[config.mk]
export PLATFORM = sky130hd
export DESIGN_NAME = ispq_front
export DESIGN_NICKNAME = d
export VERILOG_FILES = /design/src/rtl/core/ispq_pkg.sv /design/src/rtl/core/ispq_front.sv
export SDC_FILE = /design/constraint.sdc
export NUM_CORES = 1
export LEC_CHECK = 0
export BUFFER_PORTS_ARGS = -buffer_cell sky130_fd_sc_hd__buf_2
export CORE_UTILIZATION = 41
export DETAILED_ROUTE_END_ITERATION = 6
export PLACE_DENSITY = 0.91
export REMOVE_ABC_BUFFERS = 1
export SYNTH_ARGS = -nofsm -noshare
export SYNTH_HDL_FRONTEND = slang
export SYNTH_SLANG_ARGS = --single-unit
[constraint.sdc]
create_clock -name vclk -period 4.1
set_clock_uncertainty 0.2 [all_clocks]
set_input_delay 0.82 -clock vclk [all_inputs]
set_output_delay 0.82 -clock vclk [all_outputs]
set_load 0.05 [all_outputs]
[src/rtl/core/ispq_pkg.sv]
// Shared types and codes for the interval set overlap query block.
`default_nettype none
package ispq_pkg;

    localparam int FIELD_BITS = 32;

    localparam logic OP_INSERT = 1'b0;
    localparam logic OP_QUERY  = 1'b1;

    typedef enum logic [1:0] {
        STATUS_OK   = 2'd0,
        STATUS_FULL = 2'd1,
        STATUS_BAD  = 2'd2
    } status_t;

    typedef enum logic [3:0] {
        ST_IDLE,
        ST_SRCH,
        ST_SRCH_EV,
        ST_QRY_EV,
        ST_UP,
        ST_UP_EV,
        ST_MRG_A,
        ST_MRG_B,
        ST_DN,
        ST_DN_EV,
        ST_DONE
    } back_state_t;

endpackage
`default_nettype wire

[src/rtl/core/ispq_front.sv]
// Front end: sign-extends positions and tags items with start after stop.
`default_nettype none
module ispq_front #(
    parameter int POS_WIDTH = 32
) (
    input  wire logic [ispq_pkg::FIELD_BITS-1:0] start_in,
    input  wire logic [ispq_pkg::FIELD_BITS-1:0] stop_in,
    input  wire logic                            op_in,
    output logic      [2*POS_WIDTH+1:0]          item_out
);
    localparam int FB = ispq_pkg::FIELD_BITS;

    logic signed [POS_WIDTH-1:0] s_ext;
    logic signed [POS_WIDTH-1:0] e_ext;
    logic                        bad;

    generate
        if (POS_WIDTH <= FB) begin : g_narrow
            assign s_ext = $signed(start_in[POS_WIDTH-1:0]);
            assign e_ext = $signed(stop_in[POS_WIDTH-1:0]);
        end else begin : g_wide
            assign s_ext = {{(POS_WIDTH-FB){start_in[FB-1]}}, start_in};
            assign e_ext = {{(POS_WIDTH-FB){stop_in[FB-1]}}, stop_in};
        end
    endgenerate

    assign bad = s_ext > e_ext;
    // {op, bad, start, stop}
    assign item_out = {op_in, bad, s_ext, e_ext};
endmodule
`default_nettype wire

==> reports/results.ini <==
[outcome]
run_status = finished, final reports clean

[final_layout]
most_common_cell_after_layout_fill_and_taps_aside = sky130_fd_sc_hd__buf_2
syn_to_final_growth_pct = 15.78
num-fill-cells = 314
seqCellArea_sq_um = 0
share_of_cells_above_drive_strength_1_pct = 53.72
num-nets-final = 341
diodes = 0
sequential_cell_count_of_the_final_layout = 0
final-instance-count-excl-fill = 286
layout.clock_buffers = 0
mostFrequentLayoutCells = sky130_fd_sc_hd__buf_2 (129), sky130_fd_sc_hd__inv_1 (32), sky130_fd_sc_hd__ha_1 (32)

[drt]
antenna_left = 0
drt-pass1-iter-count = 3
detail_route.wirelength_um = 2687
post_drt_via_cell_ratio = 4.493
routedWlPerCell_um = 9.395
via_count = 1285
drc = 0
drt_iter0_drc = 9

[timing]
unrepaired_setup_endpoints_after_global_routing = no
worst_slew_pin_slew_ns = 0.3823
maxClockFrequency_ghz = 0.2622
fin_crit_ns = 3.814
finalSetupViolCount = 0
finalCritPeriodShare_pct = 93.03
worst_rel_slew_slack_pct = 74.28
fin_setup_tns_ns = 0
finalMaxSlewViolations = 0
hold_violations = 0

[synth]
yosys.area.top_type_share_pct = 38.11
synth.distinct_cells = 20
syn-mean-instance-area_sq_um = 7.263
syn_area_sq_mm = 0.001300
synth_cells = 179
synth.yosys.seq_area_share_pct = 0
yosys.area.top_type = sky130_fd_sc_hd__buf_4
synth_top_cells_by_area = sky130_fd_sc_hd__buf_4 (38%), sky130_fd_sc_hd__ha_1 (31%), sky130_fd_sc_hd__inv_1 (9.2%)
yosys_warnings = 0

[global_routing]
grt_pass1_vias = 1121
grt_pass1_wl_um = 4160
largest_net_degree_at_the_start_of_global_routing = 5
grt-ovfl-total = 0
grt.total_usage_pct = 14.79
grt_antenna_before_repair = 0

[worst_setup_path]
cp_max_fo = 3
crit_arrival_ns = 2.79
worstPathRequired_ns = 3.08
cp-start-kind = input port
setup.worst_path.class = in2out
critical_path.top_delay_family = simple AND/OR/NAND/NOR gates
cpMaxStageDelayCell = sky130_fd_sc_hd__nor4_1
endpoint_kind = output port
timing.critical_path.mode_cell = sky130_fd_sc_hd__buf_2
crit_cells = 10
timing.critical_path.cells = buf_2 -> inv_1 -> ha_1 -> nand4_1 -> nor4_1 -> a21boi_1 -> o31ai_1 -> o2111ai_1 -> mux2i_1 -> buf_2
cp_slowest_stage_delay_ns = 0.43
critPathBufInv = 3

[placement]
dp_cells = 286
detailedPlacementHpwl_um = 2609
gp_congestion = 0.7275
place.port_buffers = 129

[floorplanning]
floorplan.die_area_sq_mm = 0.003400
core-area_sq_mm = 0.003028
count_of_pins_on_the_block_boundary = 131
row_count = 20
die-height_um = 58.31
floorplan.initialDensity_pct = 42.93
die_width_um = 58.31

[clock_tree]
cts_resized = 0
cts_hold_buffers = 0
cts_post_setup_buffers_inserted = 0

[min_path]
min_path_cells = 0
holdCritPathClass = in2out

[pwr]
static-leakage-power_uw = 0.001024
worst_ir_drop_vdd_mv = 0.1125
power_density_mw_per_mm2 = 174.7

[job]
cap_viol_max_count = 0

## cell usage after synthesis
cell	number
sky130_fd_sc_hd__nor2b_1	1
sky130_fd_sc_hd__o2111ai_1	1
sky130_fd_sc_hd__a21boi_1	1
sky130_fd_sc_hd__buf_4	66
sky130_fd_sc_hd__a21oi_1	11
sky130_fd_sc_hd__o211ai_1	1
sky130_fd_sc_hd__nor4_1	2
sky130_fd_sc_hd__a21oi_2	1
sky130_fd_sc_hd__nand2_1	6
sky130_fd_sc_hd__nor2_1	3
sky130_fd_sc_hd__o21ai_0	4
sky130_fd_sc_hd__nand4_1	7
sky130_fd_sc_hd__a21o_1	4
sky130_fd_sc_hd__nand3_1	3
sky130_fd_sc_hd__a221o_1	1
sky130_fd_sc_hd__mux2i_1	1
sky130_fd_sc_hd__a211oi_1	1
sky130_fd_sc_hd__inv_1	32
sky130_fd_sc_hd__ha_1	32
sky130_fd_sc_hd__o31ai_1	1
## layout make-up
class                           count  area (sq um)  area share, %
Tap cell                           44         55.05          3.658
Timing Repair Buffer              129         645.6          42.89
Multi-Input combinational cell     81         684.4          45.47
Inverter                           32         120.1          7.980
## final timing paths
kind                       end   startpoint
setup / recovery  item_out[64]  stop_in[14]
hold / removal    item_out[65]        op_in
## layer usage
layer | up-vias | share of wire, % | track usage [%]
met1 | 558 | 37 | 15.75
met2 | 68 | 55 | 33.17
met5 | - | 0 | 0
met3 | 0 | 7.3 | 0.2198
met4 | 0 | 0 | 0
li1 | 659 | - | -
## per-stage QoR
stage                     setup slack (ns)  hold slack, ns  power, uW  instance area [sq um]  utilization [%]
after floorplan                     0.1945           1.440      61.37                  804.5                -
after global placement              0.3500           1.440      260.8                   1505            49.71
after detailed placement            0.2279           1.440      264.3                   1505            49.71
after CTS                           0.2243           1.440      265.1                   1505            49.71
after global routing               0.06513           1.440      285.5                   1505            49.71
final                               0.2856           1.440      263.0                   1505            49.71
## power by group
part | internal [uW] | switching, uW
Clock | 0 | 0
Combinational | 76.3 | 187
Sequential | 0 | 0
## cells by family after synthesis
group,share of synthesized area (%)
AOI/OAI and AO/OA,12.51
adders and majority gates,30.80
buffers and inverters,47.35
muxes,0.7700
and+or+nand+nor,8.565
Note: power is estimated with default switching activity, not from simulation.
