===== config.mk =====
export PLATFORM = sky130hd
export DESIGN_NAME = ispq_fifo
export DESIGN_NICKNAME = d
export VERILOG_FILES = /design/src/rtl/core/ispq_fifo.sv
export SDC_FILE = /design/constraint.sdc
export NUM_CORES = 1
export LEC_CHECK = 0
export ABC_AREA = 1
export BUFFER_PORTS_ARGS = -buffer_cell sky130_fd_sc_hd__buf_2
export CAP_MARGIN = 10
export CORE_AREA = 2 2 125 127
export CTS_CLUSTER_SIZE = 40
export DETAILED_ROUTE_END_ITERATION = 16
export DIE_AREA = 0 0 127 129
export HOLD_SLACK_MARGIN = 0.08
export PLACE_DENSITY = 0.63
export SYNTH_ARGS = -nofsm -noshare
export SYNTH_HDL_FRONTEND = slang
export SYNTH_SLANG_ARGS = --single-unit

===== constraint.sdc =====
create_clock -name aclk -period 7.55 [get_ports aclk]
set_input_delay 0.755 -clock aclk [delete_from_list [all_inputs] [get_ports aclk]]
set_output_delay 0.755 -clock aclk [all_outputs]
set_load 0.02 [all_outputs]

===== src/rtl/core/ispq_fifo.sv =====
// Two-entry queue between the front and back ends.
`default_nettype none
module ispq_fifo #(
    parameter int WIDTH = 66
) (
    input  wire logic             aclk,
    input  wire logic             aresetn,
    input  wire logic             wr_valid,
    output logic                  wr_ready,
    input  wire logic [WIDTH-1:0] wr_data,
    output logic                  rd_valid,
    input  wire logic             rd_pop,
    output logic      [WIDTH-1:0] rd_data
);
    logic [WIDTH-1:0] slot_reg [2];
    logic             wp_reg, wp_next;
    logic             rp_reg, rp_next;
    logic [1:0]       cnt_reg, cnt_next;
    logic             push, pop;

    assign wr_ready = cnt_reg != 2'd2;
    assign rd_valid = cnt_reg != 2'd0;
    assign rd_data  = slot_reg[rp_reg];
    assign push     = wr_valid && wr_ready;
    assign pop      = rd_pop && rd_valid;

    always_comb begin
        wp_next  = push ? ~wp_reg : wp_reg;
        rp_next  = pop ? ~rp_reg : rp_reg;
        cnt_next = cnt_reg + {1'b0, push} - {1'b0, pop};
    end

    always_ff @(posedge aclk) begin
        if (!aresetn) begin
            wp_reg  <= 1'b0;
            rp_reg  <= 1'b0;
            cnt_reg <= 2'd0;
        end else begin
            wp_reg  <= wp_next;
            rp_reg  <= rp_next;
            cnt_reg <= cnt_next;
        end
    end

    always_ff @(posedge aclk) begin
        if (push) begin
            slot_reg[wp_reg] <= wr_data;
        end
    end
endmodule
`default_nettype wire


==> results.md <==
- Die area: approximately 16000 um^2
- Number of fill cells: around 1300
- Crit. End Element: output pin
- Share of cells above drive strength 1: 0.5827
- Top_reg_cell synth: edfxtp_1
- Iter 0 DRT Violations: approximately 130
- Post-CTS Hold Fix Bufs: 0
- Core area: ~15000 um^2
- Dominant cells by area after synthesis: edfxtp_1, mux2_4, mux2_2
- Worst setup path class: register to output pin
- Final Slew Violations: 0
- Sequential fraction of the synthesis area: 0.7870
- Metal3 WL: just under 700 um
- M1 wire length: between 3000 and 4000 um
- Psw: 665.1 uW
- Crit path buf inv count: 1
- Unrepaired setup endpoints after global routing: false
- Max Fanout on Critical Path: 66
- Layout Area Growth over Synthesis: 28.23%
- Maximum vdd drop: roughly 0.19 mV
- Syn avg cell area: 21.43 um^2
- Clock root buffer: clkbuf_16
- Synth unique cells: 12
- Worst slew margin: 0.2502
- Wire per inst: around 15 um
- Post-Route WL: between 9000 and 10000 um
- Reg clk slew, reported paths: about 0.05 ns
- Post-DP HPWL: between 5000 and 6000 um
- Share of the synthesized area in the top cell type: 0.7676
- Top delay family on crit path: flip-flops
- Sequential power share: 0.437
- CTS HTree Levels: 4
- First drt pass iteration count: 4
- Total Neg Setup Slack: 0 ns
- Area leader, netlist: edfxtp_1
- Fin util: 0.4421
- Min-Delay Path Class: register to register
- Placed cell area: 6045 um^2
- Drc violations: 0
- Arrival @ worst endpoint: between 2 and 2.5 ns
- CTS buffer count: 17
- Via density per instance: roughly 4.4
- Initial Utilization: 0.3448
- DP Cell Count: approximately 560
- Vias: between 2000 and 3000
- Row cnt: 45
- Clock power frac: 0.333
- Top routing layer in use: met4
- Layout Cells excl Fill: 593
- LEAKAGE: 0.002584 uW
- Boundary pin count: about 140
- Yosys warns: 0
- Outcome: completed
- # Post-CTS Setup Buffers: 0
- Required @ worst endpoint: 6.80 ns
- Final instance area: ~6600 um^2
- Gate Count Post-Synth: roughly 240
- CTS tree: done
- ANT cells: 0
- Cell Area, Synth: between 5000 and 6000 um^2
- Top-count cell post-synth: edfxtp_1
- Die Height: about 130 um
- Final ANT Viol Nets: 0
- Comb power frac: 0.230
- Pint: ~1700 uW
- Die X: roughly 130 um
- Fin crit share: 0.3792
- Final worst clock skew: 0.008709 ns
- First-pass GRT wire length: 14030 um
- Tot GR Track Use: 0.1164
- Worst setup SP type: register
- Max_cap viols: 0
- GPL Wtd Cong: approximately 0.67
- Clock latency on the worst-skew pair: just over 0.4 ns
- I/O Buffers: between 100 and 150
- Most frequent cells after synthesis: edfxtp_1, mux2_4, mux2_2
- Largest register FFs: 132
- Sink Count: about 140
- Met2 WL: 4560 um
- Worst-Margin Slew: approximately 1.1 ns
- Power consumption: between 2000 and 2500 uW
- Largest net degree at the start of global routing: 67
- Initial antenna violation count: 0
- Seq cells post-synth: around 140
- Post-CTS Resized: 0
- Vias in the first global route: 2857
- PwrDens: around 360 nW/um^2
- Worst-path cell chain: mux2_2, buf_2
- Ys async rst share: 0
- Worst path max stage delay: about 1.1 ns
- Period minus WS final: 2.863 ns
- Nets@finish: ~460
- Max Root-Sink Buffers: 2
- Critical-path top delay cell: dfxtp_4
- Fmax: around 350 MHz
- Final Hold Fails: 0
- Gr ovfl total: 0
- Post-synth EDFFs: around 130
- Sw Ratio: 0.2782
- # setup viols final: 0
- Syn_nets: around 310
-- worst reg2reg max path, cell delays in order, from the launching register on --
cell	delay, ns
dfxtp_1	0.36
inv_1	0.07
nand2_1	0.12
nand2_1	0.14
nor2_4	0.09
buf_4	0.71
-- cell type report --
cell class,count,area [um^2],area share
Sequential cell,137,4068,0.6143
Clock inverter,8,95.09,0.01436
Multi-Input combinational cell,90,1015,0.1532
Tap cell,188,235.2,0.03553
Clock buffer,24,481.7,0.07275
Inverter,7,26.28,0.003968
Timing Repair Buffer,139,700.7,0.1058
-- worst paths after layout --
path                               from                         to  slack, ns  cells after the start
hold / removal      rp_reg$_SDFFE_PN0P_                   register       0.52                      2
setup reg to reg  cnt_reg[0]$_SDFF_PN0_  slot_reg[0][29]$_DFFE_PP_       5.63                      5
setup / recovery               register                rd_data[65]       4.69                      2
hold reg to reg     rp_reg$_SDFFE_PN0P_                   register       0.52                      2
-- through the flow --
stage / hold slack (ns) / worst slack, ns
CTS: 0.5098 / 4.610
floorplan: 0.4675 / 3.468
global route: 0.5029 / 4.531
global placement: 0.4853 / 5.061
finish: 0.5194 / 4.687
detailed placement: 0.4955 / 5.054
-- layer usage --
metal | up-vias | track usage
met5 | - | 0
met4 | 0 | 0.04848
met3 | 13 | 0.05904
met2 | 96 | 0.1999
met1 | 1280 | 0.1214
li1 | 1234 | -
-- cells in the final DEF, fill, tap and decap left out --
master / n
buf_4: 2
a21oi_1: 2
clkinv_2: 4
mux2_4: 40
clkinvlp_4: 2
buf_2: 137
nor2_1: 7
dfxtp_4: 1
inv_1: 6
mux2_2: 26
nor2_4: 1
clkbuf_8: 3
ha_1: 2
dfxtp_1: 4
clkbuf_1: 4
edfxtp_1: 132
nand3_1: 3
clkbuf_16: 17
inv_2: 1
bufinv_16: 2
nand2_1: 9
-- cell families after synthesis --
logic type / after synthesis / synth area share
buffers and inverters: 14 / 0.01793
and+or+nand+nor: 20 / 0.01526
adders and majority gates: 2 / 0.004845
DFF: 137 / 0.7870
AOI/OAI and AO/OA: 2 / 0.001939
muxes: 66 / 0.1730
-- power groups by stage --
stage / clock (uW) / combinational [uW] / sequential (uW)
after global placement: 0 / 553 / 1060
final: 796 / 551 / 1040
after floorplan: 0 / 445 / 1010
after global routing: 847 / 594 / 1060
after CTS: 817 / 562 / 1050
after detailed placement: 0 / 560 / 1060
No activity file was read; power rests on OpenSTA's default activity.
